$ cat src/design/lcd_pkg.sv
package lcd_pkg;

    localparam int BUFFER_DEPTH_DEF = 32;
    localparam int LEN_W            = 9;

    localparam logic [7:0] STATUS_CODE  = 8'h07;
    localparam logic [7:0] CHECK_SEED   = 8'hFF;
    localparam logic [7:0] LENGTH_EXTRA = 8'd3;

    typedef enum logic [1:0] {
        KIND_FRAME        = 2'd0,
        KIND_BAD_LENGTH   = 2'd1,
        KIND_BAD_CHECKSUM = 2'd2
    } t_kind;

    typedef enum logic [2:0] {
        S_IDLE,
        S_PARSE,
        S_SCAN,
        S_JUDGE,
        S_EMIT
    } t_state;

    // per-cycle control shared by every cell of the row
    typedef struct packed {
        logic shift;
        logic load;
    } t_cell_ctl;

endpackage

$ cat src/design/lcd_cell.sv
module lcd_cell
    import lcd_pkg::*;
(
    input  logic       i_clk,
    input  t_cell_ctl  i_ctl,
    input  logic       i_sel,
    input  logic [7:0] i_next,
    input  logic [7:0] i_din,
    output logic [7:0] o_byte
);

    logic [7:0] r_byte;
    logic [7:0] n_byte;

    always_comb begin
        n_byte = r_byte;
        if (i_ctl.shift) begin
            n_byte = i_next;
        end else if (i_ctl.load && i_sel) begin
            n_byte = i_din;
        end
    end

    always_ff @(posedge i_clk) begin
        r_byte <= n_byte;
    end

    assign o_byte = r_byte;

endmodule

$ cat src/design/length_checksum_deframer.sv
// Length/checksum deframer. Received bytes are taken one transaction at a time
// into a row of BUFFER_DEPTH byte cells; the front cell always holds the oldest
// byte and a shift moves every byte one cell toward the front, the front byte
// wrapping to the back. After each byte the row is parsed: the front byte plus
// 3 is the frame length; a length above BUFFER_DEPTH reports the front byte as
// a bad-length drop, an incomplete frame ends the parse, otherwise the checksum
// is walked by rotating the whole row once, after which the front byte is
// dropped as a bad checksum or the frame is sent out one byte per cycle while
// the output is not stalled. A new byte is taken only in the idle state, once
// every parse step triggered by the last byte is done. Results leave through a
// one-entry output register, and a stalled output pauses the parse in place.
module length_checksum_deframer
    import lcd_pkg::*;
#(
    parameter int BUFFER_DEPTH = BUFFER_DEPTH_DEF
) (
    input  logic       i_clk,
    input  logic       i_rst_n,
    input  logic       i_valid,
    output logic       o_stall,
    input  logic [7:0] i_rx_byte,
    output logic       o_valid,
    input  logic       i_stall,
    output logic [1:0] o_kind,
    output logic [7:0] o_byte_value,
    output logic       o_is_status,
    output logic       o_last
);

    localparam int FW = $clog2(BUFFER_DEPTH + 1);
    localparam int IW = $clog2(BUFFER_DEPTH);

    t_state         r_state, n_state;
    logic [FW-1:0]  r_fill, n_fill;
    logic [IW-1:0]  r_scan, n_scan;
    logic [7:0]     r_check, n_check;
    logic           r_ok, n_ok;
    logic           r_status, n_status;
    logic [LEN_W-1:0] r_left, n_left;

    logic           r_out_valid, n_out_valid;
    t_kind          r_out_kind, n_out_kind;
    logic [7:0]     r_out_byte, n_out_byte;
    logic           r_out_status, n_out_status;
    logic           r_out_last, n_out_last;

    t_cell_ctl      w_ctl;
    logic [7:0]     w_byte [BUFFER_DEPTH];
    logic [IW-1:0]  w_wr_idx;
    logic           w_full;
    logic           w_slot_free;
    logic [LEN_W-1:0] w_len;
    logic [LEN_W-1:0] w_fill_ext;
    logic [LEN_W-1:0] w_scan_ext;

    for (genvar g = 0; g < BUFFER_DEPTH; g++) begin : g_cell
        lcd_cell u_cell (
            .i_clk  (i_clk),
            .i_ctl  (w_ctl),
            .i_sel  (w_wr_idx == IW'(g)),
            .i_next (w_byte[(g + 1) % BUFFER_DEPTH]),
            .i_din  (i_rx_byte),
            .o_byte (w_byte[g])
        );
    end

    assign w_full      = (r_fill == FW'(BUFFER_DEPTH));
    assign w_wr_idx    = w_full ? '0 : r_fill[IW-1:0];
    assign w_slot_free = !r_out_valid || !i_stall;
    assign w_len       = {1'b0, w_byte[0]} + LEN_W'(LENGTH_EXTRA);
    assign w_fill_ext  = LEN_W'(r_fill);
    assign w_scan_ext  = LEN_W'(r_scan);

    always_comb begin
        n_state      = r_state;
        n_fill       = r_fill;
        n_scan       = r_scan;
        n_check      = r_check;
        n_ok         = r_ok;
        n_status     = r_status;
        n_left       = r_left;
        n_out_valid  = r_out_valid && i_stall;
        n_out_kind   = r_out_kind;
        n_out_byte   = r_out_byte;
        n_out_status = r_out_status;
        n_out_last   = r_out_last;
        w_ctl        = '0;
        o_stall      = 1'b1;

        case (r_state)
            S_IDLE: begin
                o_stall = 1'b0;
                if (i_valid) begin
                    w_ctl.load = 1'b1;
                    n_fill     = (w_full ? '0 : r_fill) + FW'(1);
                    n_state    = S_PARSE;
                end
            end
            S_PARSE: begin
                if (r_fill == '0) begin
                    n_state = S_IDLE;
                end else if (w_len > LEN_W'(BUFFER_DEPTH)) begin
                    if (w_slot_free) begin
                        n_out_valid  = 1'b1;
                        n_out_kind   = KIND_BAD_LENGTH;
                        n_out_byte   = w_byte[0];
                        n_out_status = 1'b0;
                        n_out_last   = 1'b1;
                        w_ctl.shift  = 1'b1;
                        n_fill       = r_fill - FW'(1);
                    end
                end else if (w_fill_ext < w_len) begin
                    n_state = S_IDLE;
                end else begin
                    n_scan  = '0;
                    n_check = CHECK_SEED;
                    n_ok    = 1'b0;
                    n_state = S_SCAN;
                end
            end
            S_SCAN: begin
                // one full rotation: the front cell shows byte r_scan of the frame
                w_ctl.shift = 1'b1;
                if (w_scan_ext < r_left) begin
                    n_check = r_check - w_byte[0];
                end
                if (w_scan_ext == r_left) begin
                    n_ok = (w_byte[0] == r_check);
                end
                n_scan = r_scan + IW'(1);
                if (r_scan == IW'(BUFFER_DEPTH - 1)) begin
                    n_state = S_JUDGE;
                end
            end
            S_JUDGE: begin
                if (!r_ok) begin
                    if (w_slot_free) begin
                        n_out_valid  = 1'b1;
                        n_out_kind   = KIND_BAD_CHECKSUM;
                        n_out_byte   = w_byte[0];
                        n_out_status = 1'b0;
                        n_out_last   = 1'b1;
                        w_ctl.shift  = 1'b1;
                        n_fill       = r_fill - FW'(1);
                        n_state      = S_PARSE;
                    end
                end else begin
                    n_status = (w_byte[1] == STATUS_CODE);
                    n_left   = w_len;
                    n_state  = S_EMIT;
                end
            end
            S_EMIT: begin
                if (w_slot_free) begin
                    n_out_valid  = 1'b1;
                    n_out_kind   = KIND_FRAME;
                    n_out_byte   = w_byte[0];
                    n_out_status = r_status;
                    n_out_last   = (r_left == LEN_W'(1));
                    w_ctl.shift  = 1'b1;
                    n_fill       = r_fill - FW'(1);
                    n_left       = r_left - LEN_W'(1);
                    if (r_left == LEN_W'(1)) begin
                        n_state = S_PARSE;
                    end
                end
            end
            default: begin
                n_state = S_IDLE;
            end
        endcase

        // during the scan r_left carries the index of the checksum byte
        if (r_state == S_PARSE && n_state == S_SCAN) begin
            n_left = w_len - LEN_W'(1);
        end
    end

    always_ff @(posedge i_clk) begin
        if (!i_rst_n) begin
            r_state     <= S_IDLE;
            r_fill      <= '0;
            r_out_valid <= 1'b0;
        end else begin
            r_state     <= n_state;
            r_fill      <= n_fill;
            r_out_valid <= n_out_valid;
        end
    end

    always_ff @(posedge i_clk) begin
        r_scan       <= n_scan;
        r_check      <= n_check;
        r_ok         <= n_ok;
        r_status     <= n_status;
        r_left       <= n_left;
        r_out_kind   <= n_out_kind;
        r_out_byte   <= n_out_byte;
        r_out_status <= n_out_status;
        r_out_last   <= n_out_last;
    end

    assign o_valid      = r_out_valid;
    assign o_kind       = r_out_kind;
    assign o_byte_value = r_out_byte;
    assign o_is_status  = r_out_status;
    assign o_last       = r_out_last;

endmodule

$ cat config.mk
export PLATFORM = sky130hd
export DESIGN_NAME = length_checksum_deframer
export DESIGN_NICKNAME = d
export VERILOG_FILES = /design/src/design/lcd_pkg.sv /design/src/design/lcd_cell.sv /design/src/design/length_checksum_deframer.sv
export SDC_FILE = /design/constraint.sdc
export NUM_CORES = 1
export LEC_CHECK = 0
export BUFFER_PORTS_ARGS = -buffer_cell sky130_fd_sc_hd__buf_2
export CAP_MARGIN = 0
export CORE_MARGIN = 5
export CORE_UTILIZATION = 45
export DETAILED_ROUTE_END_ITERATION = 6
export SLEW_MARGIN = 20
export SYNTH_ARGS = -nofsm -noshare
export SYNTH_HDL_FRONTEND = slang
export SYNTH_SLANG_ARGS = --single-unit
export TNS_END_PERCENT = 30
$ cat constraint.sdc
create_clock -name i_clk -period 4.9 [get_ports i_clk]
set_clock_uncertainty 0.05 [all_clocks]
set_input_delay 0.735 -clock i_clk [delete_from_list [all_inputs] [get_ports i_clk]]
set_output_delay 0.735 -clock i_clk [all_outputs]
set_load 0.05 [all_outputs]
; ---- After elaboration in Yosys (flattened, before gate mapping)
; Cells that the tools add are included.
[totals]
output_inout_bits = 14
regBits = 302
word_cells = 331
input_bits = 12
[classes]
n_lt_le_gt_ge = 3
n_mux = 137
n_addsub = 7
reduce_logical = 85
n_eq_ne = 55
[op_table]
columns = op, count
row1 = two-way mux 8 bit, 72
row2 = equality test 5 bit (second input constant), 17
row3 = nonzero test 2 bit, 33
row4 = equality test 5 x 4 -> 1 bit (second input constant), 8
row5 = two-way mux 6 bit, 6
row6 = logical AND 1 bit, 34
row7 = two-way mux 9 bit, 3
row8 = two-way mux 1 bit, 25
row9 = two-way mux 3 bit, 8
row10 = one-hot mux 6 bit (4 select lines), 1
row11 = one-hot mux 8 bit (3 select lines), 1
row12 = != test 2 bit (second input constant), 11
row13 = equality test 5 x 3 -> 1 bit (second input constant), 4
row14 = two-way mux 5 bit, 4
row15 = AND reduction 5 bit, 4
row16 = one-hot mux 9 bit (2 select lines), 1
row17 = subtractor 9 x 1 -> 9 bit (second input constant), 2
row18 = one-hot mux 8 bit (2 select lines), 1
row19 = one-hot mux 3 bit (5 select lines), 1
row20 = two-way mux 2 bit, 7
row21 = equality test 5 x 2 -> 1 bit (second input constant), 2
row22 = one-hot mux 5 bit (2 select lines), 1
row23 = adder 8 x 2 -> 9 bit (second input constant), 1
row24 = equality test 3 x 2 -> 1 bit (second input constant), 3
row25 = other kinds (31), 37

; ---- Longest topological paths before layout
[depth]
ltp_word = 10
ltp_mapped = 14

; ---- Cells and area by module
; A second synthesis with hierarchy kept.
[hier_totals]
hier_cells = 991
area_unflattened_um2 = 15751.4
[modules_own_cells]
columns = module, area_per_inst_um2, instances, cells_per_inst
row1 = lcd_cell, 380.4, 32, 18
row2 = length_checksum_deframer, 3579.7, 1, 415

; ---- Worst setup path before layout
; OpenSTA, ideal clock, no wires.
[synth_timing]
path_type = register to register
startpoint = register g_cell[0].u_cell.r_byte[0]
endpoint = register r_left[0], enable pin
stages_incl_launch_ff = 14
path_buffers = 2
required_time_ps = 4463
slack_ps = 1518
arrival_time_ps = 2945
path_cell_list = edfxtp_1 -> clkbuf_1 -> inv_1 -> ha_1 -> xnor2_1 -> inv_1 -> ha_1 -> o211ai_1 -> nand2_1 -> o221ai_1 -> a311oi_2 -> nand2_2 -> buf_2 -> o21ai_0
[synth_between]
elab_chain_cells = 10
elab_cells_between_ends = 13
cone_classes = 1 x add/sub / 2 x order compare / 3 x eq/ne / 4 x mux / 3 x reduce/logical
[synth_lines]
columns = item, line
row1 = start: declaration, lcd_cell.sv:12  ; logic [7:0] r_byte;
row2 = start signal: assignment, lcd_cell.sv:25  ; r_byte <= n_byte;
row3 = adder 8 x 2 -> 9 bit *, length_checksum_deframer.sv:70  ; assign w_len = {1'b0, w_byte[0]} + LEN_W'(LENGTH_EXTRA);
row4 = < comparator 6 x 9 -> 1 bit, length_checksum_deframer.sv:112  ; end else if (w_fill_ext < w_len) begin
row5 = two-way mux 2 bit, length_checksum_deframer.sv:112
row6 = two-way mux 3 bit *, length_checksum_deframer.sv:102  ; end else if (w_len > LEN_W'(BUFFER_DEPTH)) begin
row7 = two-way mux 3 bit *, length_checksum_deframer.sv:100  ; if (r_fill == '0) begin
row8 = one-hot mux 3 bit (5 select lines) *, length_checksum_deframer.sv:90  ; case (r_state)
row9 = equality test 3 x 2 -> 1 bit *, length_checksum_deframer.sv:174  ; if (r_state == S_PARSE && n_state == S_SCAN) begin
row10 = logical AND 1 bit *, length_checksum_deframer.sv:174
row11 = != test 3 bit (no line) or nonzero test 3 bit (tied branches), --
row12 = AND reduction 3 bit (no line) *, --
row13 = end signal: assignment, length_checksum_deframer.sv:196  ; r_left <= n_left;
row14 = end: declaration, length_checksum_deframer.sv:39  ; logic [LEN_W-1:0] r_left, n_left;
; Mark *: on every way between the ends. The rest lies on a longest branch, timed or not.
; A chain may end at the register's enable or synchronous reset.

; ---- Worst setup path after layout
[layout_timing]
startpoint = register g_cell[0].u_cell.r_byte[1]
endpoint = register r_check[5], enable pin
[layout_between]
elab_chain_cells = 4
elab_cells_between_ends = 6
cone_classes = 1 x add/sub / 2 x order compare / 2 x eq/ne / 1 x reduce/logical
[layout_lines]
columns = item, line
row1 = adder 8 x 2 -> 9 bit *, length_checksum_deframer.sv:70
row2 = < comparator 6 x 9 -> 1 bit or greater-than comparator 9 x 6 -> 1 bit (tied branches), "length_checksum_deframer.sv:112, length_checksum_deframer.sv:102"
row3 = != test 2 bit (no line), --
row4 = AND reduction 5 bit (no line) *, --
row5 = end signal: assignment, length_checksum_deframer.sv:193  ; r_check <= n_check;
row6 = end: declaration, length_checksum_deframer.sv:36  ; logic [7:0] r_check, n_check;
; Marked as above.

==> impl_table.tex <==
\begin{tabular}{lr}
\hline
Metric & Value \\
\hline
\multicolumn{2}{l}{\textbf{Clock network}} \\
H-tree depth & 1 \\
Count of cells resized by post-cts repair & 0 \\
TritonCTS clock tree & done \\
Clock sinks & 302 \\
CTS Hold Buffers Added & 0 \\
Clock root buffer & sky130\_fd\_sc\_hd\_\_clkbuf\_16 \\
Post-CTS Setup Repair Bufs & 0 \\
Clock-pin slew on the worst setup and hold paths & 60 ps \\
Worst-skew pair later-pin latency & 560 ps \\
TritonCTS buffer count & 31 \\
Deepest clock path buffer count & 3 \\
\multicolumn{2}{l}{\textbf{Yosys}} \\
Flip-flop cell with the highest count after synthesis & sky130\_fd\_sc\_hd\_\_edfxtp\_1 \\
FFs w/ async S/R, synth & 0\% \\
Cell count after synthesis & 999 \\
Sequential-to-total area share from yosys stat & 65.6\% \\
Flops \& latches, synth & 302 \\
Avg Synthesized Cell Area & 13.7 µm² \\
Synth Cell Area & 0.0137 mm² \\
Syn\_nets & 1041 \\
Yosys synthesis warning count & 0 \\
Post-synth cell types & 52 \\
Number of flops mapped to enable cells by yosys & 292 \\
\multicolumn{2}{l}{\textbf{Worst setup path}} \\
Bufs and invs on worst path & 2 \\
Endpoint type of the worst setup path & flip-flop \\
Worst Path Max Fanout & 15 \\
Data arrival time at the worst-slack endpoint & 4000 ps \\
Critical Path End & r\_check[5] \\
Cell depth of the worst setup path & 12 \\
Critical path, cell by cell & inv\_1 -> ha\_1 -> xnor2\_1 -> inv\_1 -> ha\_1 -> o211ai\_1 -> nand2\_1 -> o221ai\_1 -> a311oi\_2 -> nand2\_2 -> nand2\_1 -> o21a\_1 \\
Capture point of the worst reg-to-reg path & r\_check[5] \\
Standard cell with the maximum stage delay on the critical path & sky130\_fd\_sc\_hd\_\_edfxtp\_1 \\
Required time at the endpoint of the critical path & 5060 ps \\
Largest delay contributor family on the critical path & compound AO/OA/AOI/OAI gates \\
Setup slack on the worst flop-to-flop path & 1060 ps \\
Worst Setup Start Kind & flip-flop \\
Crit-path max cell delay & 540 ps \\
Reg2reg start & g\_cell[0].u\_cell.o\_byte[1] \\
Start point of the critical path & g\_cell[0].u\_cell.o\_byte[1] \\
Worst setup path category & reg2reg \\
Worst Reg2Reg Path Length in Cells & 12 \\
\multicolumn{2}{l}{\textbf{Finish}} \\
Final instance area & 0.0149 mm² \\
P\&R area growth vs syn & 8.82\% \\
Nets@finish & 1035 \\
Layout cells sized above 1 & 10.1\% \\
Leading cell type in the layout, fill and taps excluded & sky130\_fd\_sc\_hd\_\_edfxtp\_1 \\
Commonest non-fill, non-tap cells in the layout & sky130\_fd\_sc\_hd\_\_edfxtp\_1, sky130\_fd\_sc\_hd\_\_a21o\_1, sky130\_fd\_sc\_hd\_\_nand2\_1, sky130\_fd\_sc\_hd\_\_o21ai\_0, sky130\_fd\_sc\_hd\_\_clkbuf\_16 \\
Fillcell total & 2561 \\
Ant. Diodes & 0 \\
\multicolumn{2}{l}{\textbf{Outcome}} \\
Outcome & finished clean \\
\multicolumn{2}{l}{\textbf{Placed design}} \\
Final estimated routing congestion in global placement & 0.832 \\
Dpl cell area & 0.0139 mm² \\
Port Buf Inserts & 25 \\
Total half-perimeter wirelength after legalization and detailed placement & 17300 µm \\
\multicolumn{2}{l}{\textbf{Route}} \\
Iter 0 DRT Violations & 804 \\
Total vias in the final route & 7970 \\
Routed wirelength normalized by instance count & 20.0 µm \\
DRT antenna net count & 0 \\
Post-route DRC & 0 \\
First-pass iteration count of the detailed router & 6 \\
WL final & 28100 µm \\
Via count normalized by instance count & 5.67 \\
\multicolumn{2}{l}{\textbf{STA}} \\
Highest clock rate & 260 MHz \\
Hold Fails Final Rpt & 0 \\
Unrepaired setup endpoints after global routing & no \\
Worst slew slack as a fraction of its limit & 28.4\% \\
Pins over their slew limit & 0 \\
Min Tclk post-route & 3840 ps \\
Endpoints failing setup & 0 \\
Sum of negative setup slack & 0 ps \\
Slew of the pin with the lowest slew margin & 1060 ps \\
Final worst path period share & 78.4\% \\
\multicolumn{2}{l}{\textbf{Power}} \\
Reported leakage power & 6.18 nW \\
Worst supply voltage drop on vdd & 0.000243 V \\
Post-route total power & 6.30 mW \\
Total power per unit cell area & 423 mW/mm² \\
\multicolumn{2}{l}{\textbf{Floorplan}} \\
Area enclosed by the die boundary & 0.0340 mm² \\
Number of top-level pins & 26 \\
Die width & 184 µm \\
Placeable core area & 0.0298 mm² \\
Initial Util & 45.9\% \\
\# rows & 63 \\
Die Y-Extent & 184 µm \\
\multicolumn{2}{l}{\textbf{Global routing}} \\
Global-route usage over all layers & 16.5\% \\
Vias in the first global route & 7869 \\
Pin count of the biggest net entering global routing & 163 \\
Wire length of the first global-routing pass & 44600 µm \\
Overflow left after global routing & 0 \\
Number of antenna violations at the first check in global routing & 0 \\
\multicolumn{2}{l}{\textbf{Min path}} \\
Kind of path behind the tightest hold check & in2reg \\
\multicolumn{2}{l}{\textbf{Flow run}} \\
Max capacitance violation total & 0 \\
\hline
\end{tabular}
[cell type report]
type | instances | area [µm²] | area share [%]
Sequential cell | 302 | 8970 | 60.3
Multi-Input combinational cell | 592 | 4090 | 27.5
Clock buffer | 36 | 795 | 5.34
Tap cell | 390 | 488 | 3.28
Timing Repair Buffer | 43 | 285 | 1.92
Clock inverter | 20 | 159 | 1.07
Inverter | 23 | 86.3 | 0.580
[metal layers]
layer | part of all wire (%) | up-vias | global-route usage, %
li1 | - | 3717 | -
met1 | 47 | 4006 | 24.1
met2 | 46 | 207 | 26.1
met3 | 4.9 | 40 | 2.35
met4 | 1.9 | 0 | 4.11
met5 | 0 | - | 0
[how the worst min path moves through the flow]
| stage | from | endpoint | depth (start not counted) |
|---|---|---|---|
| finish | i_rst_n | r_state[2] | 2 |
| CTS | i_rst_n | r_state[2] | 2 |
| floorplan | g_cell[0].u_cell.o_byte[2] | o_byte_value[2] | 0 |
| global route | i_rst_n | r_state[2] | 2 |
| detailed placement | r_status | o_is_status | 1 |
| global placement | g_cell[11].u_cell.o_byte[3] | g_cell[10].u_cell.o_byte[3] | 1 |
[sequential cells by signal, summed over array words and instances, names as in the netlist]
signal                flops
o_is_status               1
o_byte_value              8
r_scan                    5
r_ok                      1
o_last                    1
r_fill                    6
r_state                   3
o_valid                   1
g_cell.u_cell.o_byte    256
r_check                   8
o_kind                    2
r_status                  1
r_left                    9
[kinds of logic (layout without fill, tap and decap cells)]
family / after synthesis / after routing / share of synthesized area [%]
multiplexers: 5 / 5 / 0.375
adder cells (fa/ha/maj): 30 / 30 / 2.80
AO/OA/AOI/OAI: 377 / 377 / 19.3
XOR/XNOR: 21 / 21 / 1.35
flip-flops: 302 / 302 / 65.6
AND/OR/NAND/NOR: 159 / 159 / 6.01
buffers and inverters: 105 / 122 / 4.50
[power breakdown]
part	switching [mW]	internal (mW)	total (mW)
sequential	0.109	3.06	3.17
combinational	0.577	0.315	0.892
clock	0.970	1.26	2.23
[cells in the mapped netlist, types with 2 or more instances]
| master | n | share of area [%] |
|---|---|---|
| sky130_fd_sc_hd__o31ai_1 | 4 | 0.22 |
| sky130_fd_sc_hd__nor3_1 | 12 | 0.44 |
| sky130_fd_sc_hd__o21ai_0 | 59 | 2.2 |
| sky130_fd_sc_hd__mux2i_1 | 4 | 0.29 |
| sky130_fd_sc_hd__nand3b_1 | 5 | 0.27 |
| sky130_fd_sc_hd__edfxtp_1 | 292 | 64 |
| sky130_fd_sc_hd__o21a_1 | 7 | 0.38 |
| sky130_fd_sc_hd__dfxtp_1 | 10 | 1.5 |
| sky130_fd_sc_hd__buf_6 | 22 | 1.8 |
| sky130_fd_sc_hd__and2_1 | 12 | 0.55 |
| sky130_fd_sc_hd__xor2_1 | 5 | 0.32 |
| sky130_fd_sc_hd__a21boi_0 | 5 | 0.27 |
| sky130_fd_sc_hd__nand3_1 | 13 | 0.48 |
| sky130_fd_sc_hd__or3_1 | 5 | 0.23 |
| sky130_fd_sc_hd__nand2_1 | 45 | 1.2 |
| sky130_fd_sc_hd__a311oi_2 | 2 | 0.22 |
| sky130_fd_sc_hd__o211ai_1 | 3 | 0.16 |
| sky130_fd_sc_hd__a31oi_1 | 4 | 0.18 |
| sky130_fd_sc_hd__ha_1 | 29 | 2.7 |
| sky130_fd_sc_hd__clkbuf_1 | 17 | 0.47 |
| sky130_fd_sc_hd__and3_1 | 5 | 0.23 |
| sky130_fd_sc_hd__o21ai_2 | 2 | 0.13 |
| sky130_fd_sc_hd__nand4_1 | 3 | 0.14 |
| sky130_fd_sc_hd__nor2_1 | 26 | 0.71 |
| sky130_fd_sc_hd__xnor2_1 | 16 | 1.0 |
| sky130_fd_sc_hd__and2_4 | 5 | 0.32 |
| sky130_fd_sc_hd__nand2b_1 | 9 | 0.41 |
| sky130_fd_sc_hd__o22ai_1 | 2 | 0.092 |
| sky130_fd_sc_hd__inv_1 | 23 | 0.63 |
| sky130_fd_sc_hd__nor4_1 | 4 | 0.18 |
| sky130_fd_sc_hd__o22a_1 | 2 | 0.13 |
| sky130_fd_sc_hd__buf_2 | 42 | 1.5 |
| sky130_fd_sc_hd__a21o_1 | 259 | 14 |
| sky130_fd_sc_hd__a21oi_1 | 23 | 0.84 |
| sky130_fd_sc_hd__nor2b_1 | 6 | 0.27 |
[metrics by stage]
step | worst slack (ps) | hold slack, ps | std cells | utilization (%)
after detailed placement | 1050 | 452 | 1350 | 46.7
after floorplan | 1520 | 371 | 999 | -
final | 1060 | 434 | 1406 | 49.9
after global routing | 770 | 423 | 1406 | 49.9
after global placement | 1200 | 447 | 1350 | 46.7
after CTS | 1050 | 410 | 1406 | 49.9
Note: power is estimated with default switching activity, not from simulation.
